===== src/baro_pressure_compensation_assert.svh =====
// Assertion macros shared by the compensation RTL.
// Expects clk and rst_n in the scope of each use.
`ifndef BARO_PRESSURE_COMPENSATION_ASSERT_SVH
`define BARO_PRESSURE_COMPENSATION_ASSERT_SVH

// Same-cycle implication.
`define BPC_ASSERT_NOW(lbl, ante, cons, msg) \
  lbl: assert property (@(posedge clk) disable iff (!rst_n) (ante) |-> (cons)) \
    else $error(msg);

// Next-cycle implication.
`define BPC_ASSERT_NEXT(lbl, ante, cons, msg) \
  lbl: assert property (@(posedge clk) disable iff (!rst_n) (ante) |=> (cons)) \
    else $error(msg);

`endif


===== src/bpc_pkg.sv =====
// Types, constants and arithmetic helpers for the pressure compensation block.
// No dependencies.
`default_nettype none

package bpc_pkg;

  localparam int unsigned RAW_W    = 20;
  localparam int unsigned WORD_W   = 32;
  localparam int unsigned CFG_IDX_W = 2;
  localparam int unsigned CFG_DAT_W = 64;

  localparam logic [WORD_W-1:0] TEMP_OFFS  = 32'd64000;
  localparam logic [WORD_W-1:0] P_BASE     = 32'd1048576;
  localparam logic [WORD_W-1:0] P_SCALE    = 32'd3125;
  localparam logic [WORD_W-1:0] DIV_BIAS   = 32'd32768;

  localparam int unsigned FRONT_STAGES = 10;
  localparam int unsigned QDEPTH       = 2;
  localparam int unsigned QAW          = $clog2(QDEPTH);
  localparam int unsigned DIV_STEPS    = 32;
  localparam int unsigned DCNT_W       = $clog2(DIV_STEPS);

  typedef enum logic [CFG_IDX_W-1:0] {
    CFG_TEMP   = 2'd0,
    CFG_PRESSA = 2'd1,
    CFG_PRESSB = 2'd2,
    CFG_PRESSC = 2'd3
  } cfg_reg_t;

  typedef enum logic [2:0] {
    ST_IDLE, ST_NUM, ST_SETUP, ST_DIV, ST_SQ, ST_MUL9, ST_SUM, ST_DONE
  } back_state_t;

  // Calibration words, already extended to 32 bits.
  typedef struct packed {
    logic [WORD_W-1:0] t1, t2, t3;
    logic [WORD_W-1:0] p1, p2, p3, p4, p5, p6, p7, p8, p9;
  } cal_t;

  // Front to back request.
  typedef struct packed {
    logic [WORD_W-1:0] tf;
    logic [WORD_W-1:0] div;
    logic [WORD_W-1:0] v2;
    logic [RAW_W-1:0]  adc_p;
  } item_t;

  function automatic logic [WORD_W-1:0] sx16(logic [15:0] w);
    return {{16{w[15]}}, w};
  endfunction

  function automatic logic [WORD_W-1:0] zx16(logic [15:0] w);
    return {16'd0, w};
  endfunction

  function automatic logic [WORD_W-1:0] asr32(logic [WORD_W-1:0] x, int unsigned n);
    return WORD_W'($signed(x) >>> n);
  endfunction

  // Low word of a 32x32 product; same bits for signed and unsigned.
  function automatic logic [WORD_W-1:0] mul32(logic [WORD_W-1:0] a, logic [WORD_W-1:0] b);
    logic [2*WORD_W-1:0] f;
    f = (2*WORD_W)'(a) * (2*WORD_W)'(b);
    return f[WORD_W-1:0];
  endfunction

  function automatic cal_t cal_unpack(logic [47:0] tc, logic [63:0] pa,
                                      logic [63:0] pb, logic [15:0] pc);
    cal_t c;
    c.t1 = zx16(tc[15:0]);
    c.t2 = sx16(tc[31:16]);
    c.t3 = sx16(tc[47:32]);
    c.p1 = zx16(pa[15:0]);
    c.p2 = sx16(pa[31:16]);
    c.p3 = sx16(pa[47:32]);
    c.p4 = sx16(pa[63:48]);
    c.p5 = sx16(pb[15:0]);
    c.p6 = sx16(pb[31:16]);
    c.p7 = sx16(pb[47:32]);
    c.p8 = sx16(pb[63:48]);
    c.p9 = sx16(pc);
    return c;
  endfunction

endpackage

`default_nettype wire


===== src/bpc_fifo.sv =====
// Small request queue between front and back.
// Depends on bpc_pkg and the assertion header.
`default_nettype none
`include "baro_pressure_compensation_assert.svh"

module bpc_fifo (
  input  logic           clk,
  input  logic           rst_n,
  input  logic           push_valid,
  output logic           push_ready,
  input  bpc_pkg::item_t push_item,
  output logic           pop_valid,
  input  logic           pop_ready,
  output bpc_pkg::item_t pop_item
);
  import bpc_pkg::*;

  item_t          mem_r [QDEPTH];
  logic [QAW-1:0] wptr_r, rptr_r;
  logic [QAW:0]   cnt_r;
  logic           push, pop;

  assign push_ready = (cnt_r != (QAW+1)'(QDEPTH));
  assign pop_valid  = (cnt_r != '0);
  assign push       = push_valid && push_ready;
  assign pop        = pop_valid && pop_ready;
  assign pop_item   = mem_r[rptr_r];

  always_ff @(posedge clk) begin
    if (!rst_n) begin
      wptr_r <= '0;
      rptr_r <= '0;
      cnt_r  <= '0;
    end else begin
      if (push) wptr_r <= (wptr_r == QAW'(QDEPTH-1)) ? '0 : wptr_r + 1'b1;
      if (pop)  rptr_r <= (rptr_r == QAW'(QDEPTH-1)) ? '0 : rptr_r + 1'b1;
      cnt_r <= cnt_r + (QAW+1)'(push) - (QAW+1)'(pop);
    end
  end

  always_ff @(posedge clk) begin
    if (push) mem_r[wptr_r] <= push_item;
  end

  `BPC_ASSERT_NOW(a_fifo_bound, 1'b1, cnt_r <= (QAW+1)'(QDEPTH), "queue count past depth")

endmodule

`default_nettype wire


===== config.mk =====
export PLATFORM = sky130hd
export DESIGN_NAME = bpc_fifo
export DESIGN_NICKNAME = d
export VERILOG_FILES = /design/src/bpc_pkg.sv /design/src/bpc_fifo.sv
export VERILOG_INCLUDE_DIRS = /design/src /design/src/src
export SDC_FILE = /design/constraint.sdc
export NUM_CORES = 1
export LEC_CHECK = 0
export BUFFER_PORTS_ARGS = -buffer_cell sky130_fd_sc_hd__buf_2
export CAP_MARGIN = 10
export CORE_MARGIN = 8
export CORE_UTILIZATION = 58
export CTS_BUF_LIST = sky130_fd_sc_hd__clkbuf_8
export CTS_CLUSTER_DIAMETER = 80
export DETAILED_ROUTE_END_ITERATION = 6
export PLACE_DENSITY = 0.87
export SLEW_MARGIN = 20
export SYNTH_ARGS = -nofsm -noshare
export SYNTH_HDL_FRONTEND = slang
export SYNTH_SLANG_ARGS = --single-unit

===== constraint.sdc =====
create_clock -name clk -period 6.4 [get_ports clk]
set_input_delay 0.96 -clock clk [delete_from_list [all_inputs] [get_ports clk]]
set_output_delay 0.96 -clock clk [all_outputs]
set_load 0.05 [all_outputs]

After elaboration in Yosys (flattened, before gate mapping). Memory sizes are Yosys's and may differ from the RTL's. A register that Yosys moved wholly into a read port is not among the register bits. Cells that the tools add are included.

Div/mod/pow operators: 0. Bitwise operators: 0. Eq/ne operators: 1. Reductions and logical operators: 3. Order comparisons: 0. Shifts and indexed selects: 0. Multipliers: 0. Mux-type cells: 6. Add/sub/neg operators: 4.

Operators by type and width (count): 2-to-1 mux 1 bit (6); adder 1 bit (second input constant) (2); adder 2 x 1 -> 2 bit (1); logical AND 1 bit (2); inequality test 2 bit (second input constant) (1); nonzero test 2 bit (1); subtractor 2 x 1 -> 2 bit (1).

Memory bits (read-only): 0. Logic and storage cells: 18. Bits in latches: 0. Register bits: 4. Output and inout port bits: 118. Memories kept: 1. Input bits: 120. Bits in writable memories: 232.

Memory list: mem_r (words 2, bits a word 116, rd ports 1, clocked after memory_dff 1, wr ports 1, line bpc_fifo.sv:18) `item_t mem_r [QDEPTH];`.

Longest topological paths before layout. Gate-level depths: netlist of run 1.

Depth after elaboration: 4. Depth in mapped cells: 6. Mapped depth without buffers: 6.

Least setup slack after synthesis of run 1. No wires, ideal clock.

Path type: register to register. Start point: register cnt_r[0]. End point: memory mem_r[1][0] (netlist name) (enable). Period minus slack after synthesis: 4223 ps. Library setup time: 489 ps. Slack: 2177 ps. Buffers on the path: 0. Required time: 5911 ps. Arrival time: 3733 ps. Cell stages (with the launch flop): 3. Path through: dfxtp_1 -> nand2b_1 -> and3_1.

Longest elaborated chain between the ends: 4.

Ends and longest elaborated chain: start: declaration (line bpc_fifo.sv:20) `logic [QAW:0] cnt_r;`; start signal: assignment (line bpc_fifo.sv:37) `cnt_r <= cnt_r + (QAW+1)'(push) - (QAW+1)'(pop);`; inequality test 2 bit (line bpc_fifo.sv:23) `assign push_ready = (cnt_r != (QAW+1)'(QDEPTH));`; via push_ready (line bpc_fifo.sv:10) `output logic push_ready,`; logical AND 1 bit (line bpc_fifo.sv:25) `assign push = push_valid && push_ready;`; 2-to-1 mux 1 bit (line bpc_fifo.sv:42) `if (push) mem_r[wptr_r] <= push_item;`; 2-to-1 mux 1 bit (not written as such) (line bpc_fifo.sv:42); end: declaration (line bpc_fifo.sv:18).

The timed path passes the listed nets, and every way through them passes these cells.

==> results_dict.tcl, run 1 <==
set metrics [dict create \
    initial_core_util 0.587 \
    multi_input_area_mm2 0.00162 \
    regToRegStartpoint "cnt_r[0]" \
    ys_top_cells_by_area "edfxtp_1 79%, mux2_2 9.7%, mux2_4 6.8%" \
    yosys.area.top_type_share 0.793 \
    place_congestion 0.745 \
    cts_tree "done" \
    synth_top_area_cell "edfxtp_1" \
    synthArstFlopShare 0 \
    min_period_over_period 0.562 \
    clock_latency_ns 0.51 \
    htreeDepth 2 \
    drtIter0Drc 229 \
    p_switching_mw 1.60 \
    min_from "rptr_r" \
    p_comb_frac 0.312 \
    rows 45 \
    max-cap-violations 0 \
    dp.cells 806 \
    pwr-share-seq 0.443 \
    worst_slew_pin_slew_ns 0.819 \
    finalHoldViolCount 0 \
    die_w_um 139 \
    synth_area_mm2 0.00879 \
    max_stage_delay_ns 0.85 \
    worstPathMaxFanout 55 \
    drive_gt1_frac 0.598 \
    cts_setup_buffers 0 \
    cts_root_buffer "clkbuf_8" \
    place_area_mm2 0.0101 \
    synthCells 390 \
    path_class "reg -> out" \
    relSlewSlack 0.454 \
    setup_viol 0 \
    dr.pass1.iters 4 \
    grt_pass1_vias 5012 \
    crit_path_start_kind "flop" \
    clk_path_buf_depth 3 \
    fillers 927 \
    area.growth.synth_to_final_pct 22.8 \
    routed_via_density 5.26 \
    yosysMostFrequentCell "edfxtp_1" \
    yosys_warnings 0 \
    cp_slowest_cell "dfxtp_4" \
    seqCellArea_mm2 0.00707 \
    routed_wl_um 17700 \
    worstHoldPathCells 2 \
    fin_crit_ns 3.60 \
    syn_avg_cell_area_um2 22.5 \
    cp.required_ns 5.44 \
    skew_ns 0.0212 \
    antenna_found_initial 2 \
    fmax_mhz 278 \
    final_antenna_net_count 0 \
    swShare 0.358 \
    rsz0062_at_grt "false" \
    stdcell_count 872 \
    clk_pin_slew_ns 0.06 \
    synth_edf_count 232 \
    fin_setup_tns_ns 0 \
    die_h_um 139 \
    hold_class "reg -> reg" \
    clkSinkCount 237 \
    vdd_drop_max_uv 293 \
    status "finished clean" \
    holdBufCountCts 0 \
    routed-via-count 4588 \
    slew_viol_final 0 \
    hold_slack_ns 0.594 \
    grt_pass1_wl_um 26600 \
    dpl.hpwl_um 12300 \
    synth_ff_type "edfxtp_1" \
    synth_fp_nets 511 \
    synth_seq_cells 237 \
    path_cells "buf_4, mux2_2, buf_2" \
    seq_area_frac_synth 0.804 \
    final_util 0.721 \
    crit_arrival_ns 2.64 \
    synth_common_cells "232 x edfxtp_1, 76 x mux2_2, 40 x mux2_4" \
    grt_overflow 0 \
    intPower_mw 2.86 \
    grt_max_degree 63 \
    io_buffers 237 \
    io_pins 238 \
    r2r-end "mem_r[1][74]" \
    end_kind "output port" \
    ys_types 24 \
    fp.coreArea_mm2 0.0150 \
    dieArea_mm2 0.0193 \
    grt_usage 0.176 \
    numCtsBuffers 37 \
    reg2reg_depth 3 \
    wl_per_cell_um 20.3 \
    cts-resized-gates 0 \
    route.detailed.drc 0 \
    power.density_mw_per_mm2 413 \
    layout.nets 778 \
    p_leak_nw 4.17 \
    stdcell_area_mm2 0.0108 \
    r2r_slack_ns 3.77 \
    p_clk_frac 0.245 \
]
[flip-flops by register name, summed over array words and instances, names as in the netlist, named ones only]
register / flops
rptr_r: 1
wptr_r: 1
cnt_r: 2
mem_r: 232
[metal layers]
layer | wire length (um) | vias to the layer above | global-route usage
met2 | 9140 | 198 | 0.302
met4 | 355 | 2 | 0.0722
met1 | 6770 | 2259 | 0.196
li1 | - | 2094 | -
met3 | 1460 | 35 | 0.0633
met5 | 10 | - | 0
[cell usage in the layout, fill, tap and decap left out]
cell type and instances:
dfxtp_4 1, a32oi_1 1, nand3_1 1, nor2_1 2, nand3b_1 1, o21ai_0 2, or2_2 1, nand2_1 1
dfxtp_1 4, mux2i_1 1, clkinv_1 9, a21boi_0 1, and3_4 1, ha_1 1, a21bo_2 2, inv_1 10
and2_1 3, clkinv_2 5, inv_4 1, buf_2 237, clkbuf_8 39, buf_4 4, nor2b_1 1, a211oi_1 1
mux2_2 76, xnor2_1 1, mux2_4 40, diode_2 2, nand2b_1 2, clkinvlp_4 1, edfxtp_1 232
[power groups by stage]
stage          Sequential (mW)  Combinational, mW  Clock, mW
2_1_floorplan             1.96               1.17          0
3_3_place_gp              1.99               1.38          0
3_5_place_dp              2.01               1.40          0
4_1_cts                   1.98               1.41       1.12
5_1_grt                   1.99               1.45       1.19
6_report                  1.97               1.39       1.09
[worst max path at each step]
stage | end | slack (ns) | start
6_report | pop_item[43] | 2.80 | flop
5_1_grt | pop_item[43] | 2.68 | flop
4_1_cts | pop_item[43] | 2.73 | flop
3_5_place_dp | pop_item[36] | 3.31 | flop
3_3_place_gp | pop_item[112] | 3.37 | flop
2_1_floorplan | mem_r[1][0] | 2.18 | cnt_r[0]
[critical path: cells and delay by family, from the launching register on]
kind / cells / cell delay [ns]
buffers and inverters: 2 / 0.80
flip-flops: 1 / 0.85
multiplexers: 1 / 0.42
[cell families (layout without fill, tap and decap cells)]
| family | after synthesis | after routing | share of synthesized area |
|---|---|---|---|
| compound gates | 7 | 7 | 0.00612 |
| xor+xnor | 1 | 1 | 0.000997 |
| fa+ha+maj | 1 | 1 | 0.00142 |
| buf+inv | 14 | 306 | 0.0121 |
| flops | 237 | 237 | 0.804 |
| mux | 117 | 117 | 0.167 |
| other cells | 0 | 2 | 0 |
| simple gates | 13 | 13 | 0.00840 |
[metrics by stage]
step	setup WS (ns)	total power [mW]
CTS	2.73	4.51
finish	2.80	4.46
global placement	3.37	3.37
floorplan	2.18	3.13
global route	2.68	4.62
detailed placement	3.31	3.41
[area by class of cell]
class,count,area share
Antenna cell,2,0.000464
Clock buffer,39,0.0497
Clock inverter,25,0.00962
Inverter,1,0.000580
Multi-Input combinational cell,139,0.150
Sequential cell,237,0.655
Tap cell,188,0.0218
Timing Repair Buffer,241,0.113
Power figures use the tool's default switching activity.
==> run 2: changes to the inputs <==
- CORE_UTILIZATION: 58 -> 54
- PLACE_DENSITY: 0.87 -> 0.82
- clock period: 6.4 -> 3.5 ns (I/O delays scaled with it)
==> run 2 against run 1 <==
Clock skew is 0.0018 ns higher. Combinational power is 90% higher. Critical endpoint is now pop_item[3]. Register-to-register slack worse by 2.3 ns. Sequential power is 79% higher. First-iteration DRC count is 15% lower. Highest routed layer unchanged. Global-route usage is 1.3 points lower. Die area is 6.5% higher. Core utilization is 3.3 points lower. Critical path depth stayed put. Wire length is 1.5% lower. Clock-buffer cell count is 2 higher. Worst setup slack worse by 1.9 ns.
==> results_dict.tcl, run 2 (synthesis results as in run 1) <==
set metrics [dict create \
    status "finished clean" \
    path_delay_family "buffers and inverters" \
    dp.cells 837 \
    place_area_mm2 0.0103 \
    largest_reg_flops 232 \
    initial_core_util 0.553 \
    fin_crit_ns 2.61 \
    routed_via_density 5.06 \
    worst_slack_ns 0.886 \
    cp.required_ns 2.97 \
    cts_tree "done" \
    layout.nets 782 \
    dpl.hpwl_um 12100 \
    io_pins 238 \
    route.detailed.drc 0 \
    rows 46 \
    grt_pass1_vias 4986 \
    routed-via-count 4568 \
    path_cells "buf_4, mux2_2, buf_2" \
    holdBufCountCts 0 \
    setup_viol 0 \
    grt_pass1_wl_um 25500 \
    end_kind "output port" \
    largestRegisters "mem_r (232), cnt_r (2)" \
    dieArea_mm2 0.0206 \
    fin_setup_tns_ns 0 \
    cts_setup_buffers 0 \
    rsz0062_at_grt "false" \
    final_antenna_net_count 0 \
    fp.coreArea_mm2 0.0159 \
    clk_path_buf_depth 3 \
    worstPathMaxFanout 53 \
    routed_wl_um 17500 \
    area.growth.synth_to_final_pct 24.2 \
    antenna_found_initial 4 \
    power.density_mw_per_mm2 753 \
    relSlewSlack 0.534 \
    fmax_mhz 383 \
    max-cap-violations 0 \
    cts-resized-gates 0 \
    numCtsBuffers 38 \
    slew_viol_final 0 \
    design_power_total_mw 8.22 \
    clock_latency_ns 0.51 \
    hold_slack_ns 0.196 \
    worst_slew_pin_slew_ns 0.698 \
    final_util 0.687 \
    dr.pass1.iters 4 \
    p_leak_nw 4.20 \
    io_buffers 237 \
    clk_pin_slew_ns 0.06 \
    post-place-ws_ns 1.40 \
    grt_overflow 0 \
    die_h_um 144 \
    grt_usage 0.163 \
    clkSinkCount 237 \
    hold_class "in -> reg" \
    htreeDepth 2 \
    grt_max_degree 67 \
    place_congestion 0.791 \
    final_cell_mix "237 x buf_2, 232 x edfxtp_1, 76 x mux2_2, 41 x clkbuf_8, 40 x mux2_4" \
    stdcell_area_mm2 0.0109 \
    path_class "reg -> out" \
    crit_arrival_ns 2.09 \
    vdd_drop_max_uv 479 \
    layout.cells.most_common "buf_2" \
    critPathBufInv 2 \
    regMostFlops "mem_r" \
    skew_ns 0.0230 \
    max_stage_delay_ns 0.56 \
    cts_root_buffer "clkbuf_8" \
    stdcell_count 902 \
    wl_per_cell_um 19.4 \
    drive_gt1_frac 0.604 \
    cp_slowest_cell "buf_4" \
    min_period_over_period 0.747 \
    drtIter0Drc 194 \
    die_w_um 144 \
    crit_path_start_kind "flop" \
    finalHoldViolCount 0 \
]
[run 2: where the power goes]
part	switching (mW)	internal (mW)	leakage, nW
sequential	0.0780	3.45	2.21
combinational	1.87	0.779	1.61
clock	0.970	1.07	0.381
total	2.91	5.31	4.20
[run 2: worst register-to-register path, stage by stage, from the launching register on]
cell	delay (ns)
dfxtp_1	0.37
nand2b_1	0.22
nand3b_1	0.17
clkinvlp_4	0.50
buf_4	0.45
[run 2: path summary, 6_finish.rpt]
| kind | start | end | slack (ns) | cells past startpoint |
|---|---|---|---|---|
| max | flop | pop_item[3] | 0.89 | 3 |
| min | push_item[18] | mem_r[0][18] | 0.20 | 1 |
| max reg2reg | cnt_r[0] | mem_r[0][76] | 1.50 | 4 |
| min reg2reg | rptr_r | rptr_r | 0.59 | 2 |
[run 2: final cells by class]
cell class,count,area [um2]
Inverter,1,7.51
Sequential cell,237,7070
Timing Repair Buffer,244,1290
Clock inverter,23,95.1
Antenna cell,1,2.50
Clock buffer,41,564
Fill cell,1046,4970
Multi-Input combinational cell,139,1620
Tap cell,216,270
[run 2: metal layers]
layer,routed length (um),global-route usage,vias up
li1,-,-,2100
met1,6490,0.174,2237
met2,8680,0.281,196
met3,1950,0.0700,29
met4,301,0.0664,6
met5,43,0,-
