## src/baro_pressure_compensation_assert.svh

```systemverilog
// Assertion macros shared by the compensation RTL.
// Expects clk and rst_n in the scope of each use.
`ifndef BARO_PRESSURE_COMPENSATION_ASSERT_SVH
`define BARO_PRESSURE_COMPENSATION_ASSERT_SVH

// Same-cycle implication.
`define BPC_ASSERT_NOW(lbl, ante, cons, msg) \
  lbl: assert property (@(posedge clk) disable iff (!rst_n) (ante) |-> (cons)) \
    else $error(msg);

// Next-cycle implication.
`define BPC_ASSERT_NEXT(lbl, ante, cons, msg) \
  lbl: assert property (@(posedge clk) disable iff (!rst_n) (ante) |=> (cons)) \
    else $error(msg);

`endif

```

## src/bpc_pkg.sv

```systemverilog
// Types, constants and arithmetic helpers for the pressure compensation block.
// No dependencies.
`default_nettype none

package bpc_pkg;

  localparam int unsigned RAW_W    = 20;
  localparam int unsigned WORD_W   = 32;
  localparam int unsigned CFG_IDX_W = 2;
  localparam int unsigned CFG_DAT_W = 64;

  localparam logic [WORD_W-1:0] TEMP_OFFS  = 32'd64000;
  localparam logic [WORD_W-1:0] P_BASE     = 32'd1048576;
  localparam logic [WORD_W-1:0] P_SCALE    = 32'd3125;
  localparam logic [WORD_W-1:0] DIV_BIAS   = 32'd32768;

  localparam int unsigned FRONT_STAGES = 10;
  localparam int unsigned QDEPTH       = 2;
  localparam int unsigned QAW          = $clog2(QDEPTH);
  localparam int unsigned DIV_STEPS    = 32;
  localparam int unsigned DCNT_W       = $clog2(DIV_STEPS);

  typedef enum logic [CFG_IDX_W-1:0] {
    CFG_TEMP   = 2'd0,
    CFG_PRESSA = 2'd1,
    CFG_PRESSB = 2'd2,
    CFG_PRESSC = 2'd3
  } cfg_reg_t;

  typedef enum logic [2:0] {
    ST_IDLE, ST_NUM, ST_SETUP, ST_DIV, ST_SQ, ST_MUL9, ST_SUM, ST_DONE
  } back_state_t;

  // Calibration words, already extended to 32 bits.
  typedef struct packed {
    logic [WORD_W-1:0] t1, t2, t3;
    logic [WORD_W-1:0] p1, p2, p3, p4, p5, p6, p7, p8, p9;
  } cal_t;

  // Front to back request.
  typedef struct packed {
    logic [WORD_W-1:0] tf;
    logic [WORD_W-1:0] div;
    logic [WORD_W-1:0] v2;
    logic [RAW_W-1:0]  adc_p;
  } item_t;

  function automatic logic [WORD_W-1:0] sx16(logic [15:0] w);
    return {{16{w[15]}}, w};
  endfunction

  function automatic logic [WORD_W-1:0] zx16(logic [15:0] w);
    return {16'd0, w};
  endfunction

  function automatic logic [WORD_W-1:0] asr32(logic [WORD_W-1:0] x, int unsigned n);
    return WORD_W'($signed(x) >>> n);
  endfunction

  // Low word of a 32x32 product; same bits for signed and unsigned.
  function automatic logic [WORD_W-1:0] mul32(logic [WORD_W-1:0] a, logic [WORD_W-1:0] b);
    logic [2*WORD_W-1:0] f;
    f = (2*WORD_W)'(a) * (2*WORD_W)'(b);
    return f[WORD_W-1:0];
  endfunction

  function automatic cal_t cal_unpack(logic [47:0] tc, logic [63:0] pa,
                                      logic [63:0] pb, logic [15:0] pc);
    cal_t c;
    c.t1 = zx16(tc[15:0]);
    c.t2 = sx16(tc[31:16]);
    c.t3 = sx16(tc[47:32]);
    c.p1 = zx16(pa[15:0]);
    c.p2 = sx16(pa[31:16]);
    c.p3 = sx16(pa[47:32]);
    c.p4 = sx16(pa[63:48]);
    c.p5 = sx16(pb[15:0]);
    c.p6 = sx16(pb[31:16]);
    c.p7 = sx16(pb[47:32]);
    c.p8 = sx16(pb[63:48]);
    c.p9 = sx16(pc);
    return c;
  endfunction

endpackage

`default_nettype wire

```

## src/bpc_if.sv

```systemverilog
// Channel interfaces: raw input, compensated result, configuration write.
// Depends on bpc_pkg.
`default_nettype none


interface bpc_out_if;
  import bpc_pkg::*;
  logic                     valid;
  logic                     ready;
  logic [WORD_W-1:0]        pressure_pa;
  logic signed [WORD_W-1:0] fine_temperature;
  logic                     divisor_zero;
  modport source (output valid, pressure_pa, fine_temperature, divisor_zero, input ready);
  modport sink   (input valid, pressure_pa, fine_temperature, divisor_zero, output ready);
endinterface


`default_nettype wire

```

## src/bpc_back.sv

```systemverilog
// Back end: pressure numerator, 32-step divider, nonlinear correction, result register.
// Depends on bpc_pkg, bpc_if and the assertion header.
`default_nettype none
`include "baro_pressure_compensation_assert.svh"

module bpc_back (
  input  logic           clk,
  input  logic           rst_n,
  input  bpc_pkg::cal_t  cal,
  input  logic           item_valid,
  output logic           item_pop,
  input  bpc_pkg::item_t item,
  bpc_out_if.source      out_ch
);
  import bpc_pkg::*;

  back_state_t       st_r, st_nxt;
  logic [DCNT_W-1:0] cnt_r, cnt_nxt;
  logic              ovld_r, ovld_nxt;
  item_t             cur_r, cur_nxt;
  logic              zf_r, zf_nxt, dbl_r, dbl_nxt, oflag_r, oflag_nxt;
  logic [WORD_W-1:0] p_r, p_nxt, num_r, num_nxt, rem_r, rem_nxt, quo_r, quo_nxt;
  logic [WORD_W-1:0] sq_r, sq_nxt, w2_r, w2_nxt, m9_r, m9_nxt, s_r, s_nxt;
  logic [WORD_W-1:0] opress_r, opress_nxt, otf_r, otf_nxt;
  logic [WORD_W:0]   rem_sh, rem_diff;
  logic              ge;

  always_comb begin
    st_nxt = st_r;  cnt_nxt = cnt_r;  ovld_nxt = ovld_r;  cur_nxt = cur_r;
    zf_nxt = zf_r;  dbl_nxt = dbl_r;  oflag_nxt = oflag_r;
    p_nxt = p_r;  num_nxt = num_r;  rem_nxt = rem_r;  quo_nxt = quo_r;
    sq_nxt = sq_r;  w2_nxt = w2_r;  m9_nxt = m9_r;  s_nxt = s_r;
    opress_nxt = opress_r;  otf_nxt = otf_r;
    item_pop = 1'b0;

    rem_sh   = {rem_r, num_r[WORD_W-1]};
    ge       = rem_sh >= {1'b0, cur_r.div};
    rem_diff = rem_sh - {1'b0, cur_r.div};

    if (ovld_r && out_ch.ready) ovld_nxt = 1'b0;

    case (st_r)
      ST_IDLE: begin
        if (item_valid) begin
          item_pop = 1'b1;
          cur_nxt  = item;
          st_nxt   = ST_NUM;
        end
      end
      ST_NUM: begin
        zf_nxt = (cur_r.div == '0);
        p_nxt  = mul32(P_BASE - WORD_W'(cur_r.adc_p) - asr32(cur_r.v2, 12), P_SCALE);
        st_nxt = (cur_r.div == '0) ? ST_DONE : ST_SETUP;
      end
      ST_SETUP: begin
        // Large numerators are divided first and doubled after.
        dbl_nxt = p_r[WORD_W-1];
        num_nxt = p_r[WORD_W-1] ? p_r : {p_r[WORD_W-2:0], 1'b0};
        rem_nxt = '0;
        quo_nxt = '0;
        cnt_nxt = '0;
        st_nxt  = ST_DIV;
      end
      ST_DIV: begin
        rem_nxt = ge ? rem_diff[WORD_W-1:0] : rem_sh[WORD_W-1:0];
        quo_nxt = {quo_r[WORD_W-2:0], ge};
        num_nxt = {num_r[WORD_W-2:0], 1'b0};
        cnt_nxt = cnt_r + 1'b1;
        if (cnt_r == DCNT_W'(DIV_STEPS-1)) begin
          p_nxt  = dbl_r ? {quo_nxt[WORD_W-2:0], 1'b0} : quo_nxt;
          st_nxt = ST_SQ;
        end
      end
      ST_SQ: begin
        sq_nxt = mul32(p_r >> 3, p_r >> 3);
        w2_nxt = mul32(p_r >> 2, cal.p8);
        st_nxt = ST_MUL9;
      end
      ST_MUL9: begin
        m9_nxt = mul32(cal.p9, sq_r >> 13);
        st_nxt = ST_SUM;
      end
      ST_SUM: begin
        s_nxt  = asr32(m9_r, 12) + asr32(w2_r, 13) + cal.p7;
        st_nxt = ST_DONE;
      end
      ST_DONE: begin
        if (!ovld_r || out_ch.ready) begin
          ovld_nxt   = 1'b1;
          opress_nxt = zf_r ? '0 : p_r + asr32(s_r, 4);
          oflag_nxt  = zf_r;
          otf_nxt    = cur_r.tf;
          st_nxt     = ST_IDLE;
        end
      end
      default: st_nxt = ST_IDLE;
    endcase
  end

  always_ff @(posedge clk) begin
    if (!rst_n) begin
      st_r   <= ST_IDLE;
      cnt_r  <= '0;
      ovld_r <= 1'b0;
    end else begin
      st_r   <= st_nxt;
      cnt_r  <= cnt_nxt;
      ovld_r <= ovld_nxt;
    end
  end

  always_ff @(posedge clk) begin
    cur_r <= cur_nxt;  zf_r <= zf_nxt;  dbl_r <= dbl_nxt;  oflag_r <= oflag_nxt;
    p_r <= p_nxt;  num_r <= num_nxt;  rem_r <= rem_nxt;  quo_r <= quo_nxt;
    sq_r <= sq_nxt;  w2_r <= w2_nxt;  m9_r <= m9_nxt;  s_r <= s_nxt;
    opress_r <= opress_nxt;  otf_r <= otf_nxt;
  end

  assign out_ch.valid            = ovld_r;
  assign out_ch.pressure_pa      = opress_r;
  assign out_ch.fine_temperature = $signed(otf_r);
  assign out_ch.divisor_zero     = oflag_r;

  `BPC_ASSERT_NOW(a_zero_div_result, ovld_r && oflag_r, opress_r == '0, "zero divisor gave nonzero pressure")
  `BPC_ASSERT_NEXT(a_div_exit, st_r == ST_DIV && cnt_r == DCNT_W'(DIV_STEPS-1), st_r == ST_SQ, "divider overran")
  `BPC_ASSERT_NEXT(a_no_skip_div, st_r == ST_NUM && cur_r.div != '0, st_r == ST_SETUP, "nonzero divisor skipped divide")

endmodule

`default_nettype wire

```

## src/flat_wrapper.sv

```systemverilog
// flat-port wrapper written by rule: the top's interface ports become plain ports
module bpc_back_flat import bpc_pkg::*;
  (clk, rst_n, cal, item_valid, item_pop, item, out_ch_valid, out_ch_pressure_pa, out_ch_fine_temperature, out_ch_divisor_zero, out_ch_ready);
  bpc_out_if out_ch_i ();
  input  logic clk;
  input  logic rst_n;
  input  bpc_pkg::cal_t cal;
  input  logic item_valid;
  output logic item_pop;
  input  bpc_pkg::item_t item;
  output wire logic [$bits(out_ch_i.valid)-1:0] out_ch_valid;
  output wire logic [$bits(out_ch_i.pressure_pa)-1:0] out_ch_pressure_pa;
  output wire logic [$bits(out_ch_i.fine_temperature)-1:0] out_ch_fine_temperature;
  output wire logic [$bits(out_ch_i.divisor_zero)-1:0] out_ch_divisor_zero;
  input wire logic [$bits(out_ch_i.ready)-1:0] out_ch_ready;
  assign out_ch_valid = out_ch_i.valid;
  assign out_ch_pressure_pa = out_ch_i.pressure_pa;
  assign out_ch_fine_temperature = out_ch_i.fine_temperature;
  assign out_ch_divisor_zero = out_ch_i.divisor_zero;
  assign out_ch_i.ready = out_ch_ready;
  bpc_back u_core (.clk(clk), .rst_n(rst_n), .cal(cal), .item_valid(item_valid), .item_pop(item_pop), .item(item), .out_ch(out_ch_i));
endmodule
```

## config.mk

```make
export PLATFORM = sky130hd
export DESIGN_NAME = bpc_back_flat
export DESIGN_NICKNAME = d
export VERILOG_FILES = /design/src/bpc_pkg.sv /design/src/bpc_if.sv /design/src/bpc_back.sv /design/src/flat_wrapper.sv
export VERILOG_INCLUDE_DIRS = /design/src /design/src/src
export SDC_FILE = /design/constraint.sdc
export NUM_CORES = 2
export LEC_CHECK = 0
export ABC_CLOCK_PERIOD_IN_PS = 35300
export BUFFER_PORTS_ARGS = -buffer_cell sky130_fd_sc_hd__buf_2
export CAP_MARGIN = 10
export CELL_PAD_IN_SITES_DETAIL_PLACEMENT = 0
export CELL_PAD_IN_SITES_GLOBAL_PLACEMENT = 1
export CORE_ASPECT_RATIO = 1.4
export CORE_MARGIN = 3
export CORE_UTILIZATION = 33
export CTS_CLUSTER_SIZE = 14
export DETAILED_ROUTE_END_ITERATION = 7
export GPL_TIMING_DRIVEN = 0
export PLACE_DENSITY = 0.67
export REMOVE_ABC_BUFFERS = 1
export SLEW_MARGIN = 0
export SYNTH_ARGS = -nofsm -noshare
export SYNTH_HDL_FRONTEND = slang
export SYNTH_SLANG_ARGS = --single-unit
```

## constraint.sdc

```tcl
create_clock -name clk -period 35.3 [get_ports clk]
set_input_delay 3.53 -clock clk [delete_from_list [all_inputs] [get_ports clk]]
set_output_delay 3.53 -clock clk [all_outputs]
set_load 0.03 [all_outputs]
```

**Yosys cells after proc, flatten, opt, wreduce, memory -nomap -nowiden**

Cells that the tools add are included.

- Flip-flop bits (word level): 447
- Latch bits: 0
- RAM bits: 0
- ROM bits: 0
- Output and inout port bits: 67
- Memories: 0

- Add/sub/neg operators: 7
- Multiply operators: 4
- Divide/modulo/power cells: 0
- $lt $le $gt $ge: 1
- Equality and inequality tests: 11
- Shift operators: 0
- Multiplexer cells: 19
- Bitwise operators: 0
- Reductions and logical operators: 11

Operators with widths:

| cell | count |
|---|---|
| case mux 32 bit (2 select lines) | 3 |
| 2-to-1 mux 32 bit | 4 |
| adder 32 bit | 2 |
| subtractor 32 bit | 2 |
| case mux 31 bit (2 select lines) | 1 |
| >= comparator 33 x 32 -> 1 bit | 1 |
| logical NOT 32 bit | 1 |
| multiplier 29 x 29 -> 32 bit | 1 |
| multiplier 30 x 32 -> 32 bit | 1 |
| multiplier 32 x 12 -> 32 bit, second input constant | 1 |
| multiplier 32 x 19 -> 32 bit | 1 |
| case mux 3 bit (8 select lines) | 1 |
| subtractor 21 x 20 -> 22 bit, first input constant | 1 |
| adder 20 x 19 -> 21 bit | 1 |
| == test 3 bit, second input constant | 4 |
| 2-to-1 mux 3 bit | 4 |
| case mux 5 bit (2 select lines) | 1 |
| == test 3 x 2 -> 1 bit, second input constant | 2 |
| AND reduction 2 bit | 3 |
| adder 5 x 1 -> 5 bit, second input constant | 1 |
| == test 5 bit, second input constant | 1 |
| 2-to-1 mux 1 bit | 5 |
| != test 2 x 1 -> 1 bit, second input constant | 2 |
| nonzero test 2 bit | 2 |
| 7 further kinds | 7 |

**Logic depth before layout (Yosys ltp)**

- Depth after elaboration: 4
- Mapped depth: 35
- Gate-level depth less buffers: 35

**Least setup slack after synthesis**

No wires, ideal clock.

- Kind: input port to output port
- Start point: in item_valid
- End point: out item_pop
- Arrival time: 14.870 ns
- Required time: 31.770 ns
- Slack: 16.900 ns
- Cell stages on the path: 1
- Path buffers: 0
- Cell sequence: nor4b_1

- Longest elaborated chain between the ends: 2

Ends and longest elaborated chain:

| element | RTL line | text |
|---|---|---|
| start: declaration | flat_wrapper.sv:8 | `input logic item_valid;` |
| 2-to-1 mux 1 bit | bpc_back.sv:44 | `if (item_valid) begin` |
| 2-to-1 mux 1 bit | bpc_back.sv:42 | `case (st_r)` |
| end: declaration | flat_wrapper.sv:9 | `output logic item_pop;` |

No other way between the ends.

**Final worst setup path**

- Start point: in cal[44] in the netlist's numbering
- End point: reg u_core.w2_r[30] (data pin)

- Longest elaborated chain between the ends: 1

Ends and longest elaborated chain:

| element | RTL line | text |
|---|---|---|
| start: declaration | flat_wrapper.sv:7 | `input bpc_pkg::cal_t cal;` |
| multiplier 30 x 32 -> 32 bit | bpc_pkg.sv:63 | `f = (2*WORD_W)'(a) * (2*WORD_W)'(b);` |
| end signal: assignment | bpc_back.sv:115 | `sq_r <= sq_nxt; w2_r <= w2_nxt; m9_r <= m9_nxt; s_r <= s_nxt;` |
| end: declaration | bpc_back.sv:23 | `logic [WORD_W-1:0] sq_r, sq_nxt, w2_r, w2_nxt, m9_r, m9_nxt, s_r, s_nxt;` |

No other way between the ends.
A chain may end at the register's enable or synchronous reset.

==> impl.org <==
** CTS
- CTS hold repair buffers :: 0
- In this run the number of H-tree levels came out at 2.
- TritonCTS built the clock tree.
- Cell at the root of the clock tree :: clkbuf_16
- Gates resized during post-CTS repair numbered 0.
- Num Clock Sinks :: a little under 400
- Buffers inserted during clock tree synthesis total 49.
- The longest clock path from root to sink contains 3 buffers.
- For the worst-skew pair, the clock arrives at the later sink with an insertion delay of 0.66 ns.
- Setup Fix Bufs, Post-CTS :: 0
- Post-CTS clock slew at the launch and capture registers of the worst setup and hold paths :: 0.06 ns

** Timing
- Remaining max-slew budget at the tightest pin :: 12.19%
- Final hold violations :: 0
- Of the available clock period, the critical path in the final layout requires 29.60%.
- Clock skew on the completed layout was measured at between 0.05 and 0.06 ns.
- For the finished layout, the period the worst path requires is 10.45 ns.
- Adding up every negative setup slack in the final design gives 0 ns.
- Slew Limit Fails :: 0
- Peak Freq :: 0.09571 GHz
- Count of final setup violators :: 0
- Worst Max-Slew Pin Slew :: 1.317 ns
- Setup repair after global routing left no endpoint under its margin.

** Critical path
- Highest fanout seen on the critical path :: 20
- The worst register-to-register path has a setup slack of 26.38 ns.
- Origin of the critical flop-to-flop path :: u_core.cur_r[3]
- The setup path with the least slack is of type input port to register.
- STA puts the critical path data required time at 35.66 ns.
- Timing startpoint of the critical path :: cal[44]
- Arrival time of the worst setup path :: 10.80 ns
- Critical Path Sink Type :: register
- Endpoint of the lowest-slack register-to-register path :: u_core.p_r[31]
- Following the worst setup path forward leads to its endpoint at u_core.w2_r[30].
- STA classifies the critical path startpoint as an input port.
- Counting cells, the worst reg-to-reg path comes to 31.

** GRT
- Vias in the first global route :: between 50k and 60k
- Summed over all layers, the global routing overflow is 0.
- Wire length of the first global-routing pass :: approximately 280000 um
- For this run, the total global-route usage over all layers was measured as between 15 and 20%.
- Entering global routing, the biggest net connects 93 pins.
- The number of antenna violations at the first check in global routing was 22.

** Detailed routing
- DRC violations left :: 0
- In this run the remaining antenna-violating nets after routing total 0.
- DRT iter0 DRCs :: 2003
- Summed over all layers, the routed wires come to 170200 um.
- Final routed wire length divided by cell count :: 17.60 um
- Count of TritonRoute iterations in the first routing pass :: 5
- Number of vias in the routed layout :: 45.76k
- Using the TritonRoute via totals, the vias-per-cell ratio works out to roughly 4.7.

** Place
- Port Buf Inserts :: 270
- The congestion estimate from routability-driven global placement came to 0.8603.
- Half-perimeter wire length after detailed placement :: 139200 um

** Floorplanning
- Core ar. :: 198000 um^2
- Starting density of the core :: between 30% and 40%
- The die covers ~200000 um^2.
- Die H :: 534.5 um
- Die width :: 383.5 um
- Standard-cell row count :: 193
- Top Ports :: 571

** Synth
- Commonest cells in the synthesized netlist :: 1603 x inv_1, 1208 x fa_1, 943 x nand2_1
- Async SR Flop Fraction :: 0%
- Library cell with the highest instance count after synthesis :: inv_1
- Netlist cell types :: 78
- Post-synthesis average cell area :: 9.582 um^2
- The largest total area in the synthesized netlist belongs to fa_1.
- Synth Register Bits :: about 390
- Main flop type after synthesis :: edfxtp_1
- Synthesis handed over a netlist of between 6k and 7k instances.
- Sequential cells were found to cover 17.79% of the synthesized design area.
- The mapped netlist covers 65830 um^2.
- Count of warnings emitted by yosys :: 0
- The share of synthesized area in the top cell type comes to around 37%.
- Yosys mapped a number of flops with a built-in enable equal to 384.
- Top post-synthesis cells by area :: fa_1 37%, edfxtp_1 18%, ha_1 11%

** Min path
- In this run the worst hold path is classified as register to register.

** Job
- # Max-Cap Violations :: 0

** Layout
- Area delta synth->final :: 10.44%
- Of the cells placed in the final design, the portion with a size suffix greater than 1 is roughly 6.7%.
- Number of nets in the layout :: 9263
- Number of filler cells placed in the layout :: 20.22k

** Outcome
- Result of the run :: finished clean
==> area by class of cell <==
| cell class | instances | area, um^2 | share of cell area, % |
|---|---|---|---|
| diodes | 8 | 20.02 | 0.02754 |
| clock inverters | 35 | 305.3 | 0.4199 |
| flip-flops and latches | 393 | 11710 | 16.11 |
| multi-input cells | 4593 | 47090 | 64.76 |
| well taps | 2632 | 3293 | 4.530 |
| inverters | 1606 | 6033 | 8.299 |
| repair buffers | 346 | 3004 | 4.132 |
| clock buffers | 55 | 1249 | 1.718 |
==> stage by stage <==
| stage | hold WS (ns) | instances | worst slack (ns) | util, % | cell area (um^2) |
|---|---|---|---|---|---|
| global placement | 0.4008 | 9494 | 12.74 | 35.06 | 69430 |
| finish | 0.4068 | 9668 | 24.85 | 36.72 | 72700 |
| CTS | 0.4066 | 9657 | 24.88 | 36.67 | 72620 |
| floorplan | 0.4003 | 6592 | 16.90 | - | 64780 |
| global route | 0.4133 | 9661 | 24.53 | 36.71 | 72680 |
| detailed placement | 0.4045 | 9567 | 24.23 | 35.89 | 71070 |
==> routing by layer <==
| layer | global-route usage, % | wire, um | vias to the layer above |
|---|---|---|---|
| met4 | 4.425 | 4852 | 18 |
| li1 | - | - | 21170 |
| met3 | 2.980 | 8812 | 250 |
| met1 | 20.21 | 67640 | 23410 |
| met5 | 0 | 109 | - |
| met2 | 31.44 | 88790 | 909 |
==> worst min path at each step <==
stage | endpoint | slack (ns) | cells after the start | from
2_1_floorplan | u_core.out_ch.fine_temperature[0] | 0.40 | 0 | u_core.cur_r[84]
3_3_place_gp | u_core.out_ch.fine_temperature[11] | 0.40 | 0 | u_core.cur_r[95]
3_5_place_dp | u_core.out_ch.fine_temperature[14] | 0.40 | 0 | u_core.cur_r[98]
4_1_cts | u_core.out_ch.fine_temperature[19] | 0.41 | 0 | u_core.cur_r[103]
5_1_grt | u_core.out_ch.fine_temperature[19] | 0.41 | 0 | u_core.cur_r[103]
6_report | u_core.out_ch.fine_temperature[19] | 0.41 | 0 | u_core.cur_r[103]
==> placed cells by master (no fill, tap or decap), types with 7 or more instances in the layout <==
cell type and instances:
o31ai_1 10, and2_1 406, buf_2 270, a211oi_1 19
diode_2 8, clkinv_1 13, nand2_1 942, edfxtp_1 384
nand3_1 39, xor2_1 79, nand2b_1 17, ha_1 562
buf_16 50, xnor2_1 234, o21bai_1 14, clkinv_2 8
buf_4 13, a21o_1 82, a31o_2 10, o21a_1 50
or3_1 15, a21oi_1 184, nor3_1 47, clkbuf_16 49
nand4_1 17, o31a_1 10, dfxtp_1 8, nor4_1 12
nor3b_1 7, nor2b_1 40, mux2i_1 55, o21ai_0 138
a31oi_1 13, or2_2 9, nor2_1 214, inv_1 1603
buf_6 7, and3_1 53, fa_1 1208
==> critical path, cell delays in order <==
cell and delay [ns]:
buf_2 0.48, nand2_1 0.16, fa_1 0.52, fa_1 0.48
fa_1 0.49, inv_1 0.05, fa_1 0.46, fa_1 0.52
inv_1 0.06, fa_1 0.53, inv_1 0.05, fa_1 0.49
fa_1 0.41, ha_1 0.35, a21o_1 0.19, a21o_1 0.18
a21o_1 0.17, a21o_1 0.19, a221o_1 0.32, a41oi_1 0.37
a21oi_1 0.23, o31a_1 0.34, nor2_1 0.12, xnor2_1 0.07
==> sequential cells by signal, indices dropped and copies added, names as in the netlist <==
| signal | flops |
|---|---|
| u_core.num_r | 32 |
| u_core.rem_r | 32 |
| u_core.out_ch.valid | 1 |
| u_core.sq_r | 19 |
| u_core.w2_r | 19 |
| u_core.cur_r | 104 |
| u_core.m9_r | 20 |
| u_core.st_r | 3 |
| u_core.s_r | 28 |
| u_core.out_ch.pressure_pa | 32 |
| u_core.out_ch.divisor_zero | 1 |
| u_core.out_ch.fine_temperature | 32 |
| u_core.quo_r | 31 |
| u_core.zf_r | 1 |
| u_core.dbl_r | 1 |
| u_core.p_r | 32 |
| u_core.cnt_r | 5 |
==> cells by family after synthesis <==
kind of cell | share of synthesized area (%)
flops | 17.79
compound gates | 5.898
simple gates | 13.07
xor+xnor | 4.164
buf+inv | 10.75
fa+ha+maj | 47.42
mux | 0.9047
Power is not shown: default switching activity piles up to over one toggle a cycle in this logic, so the estimate is an artifact.
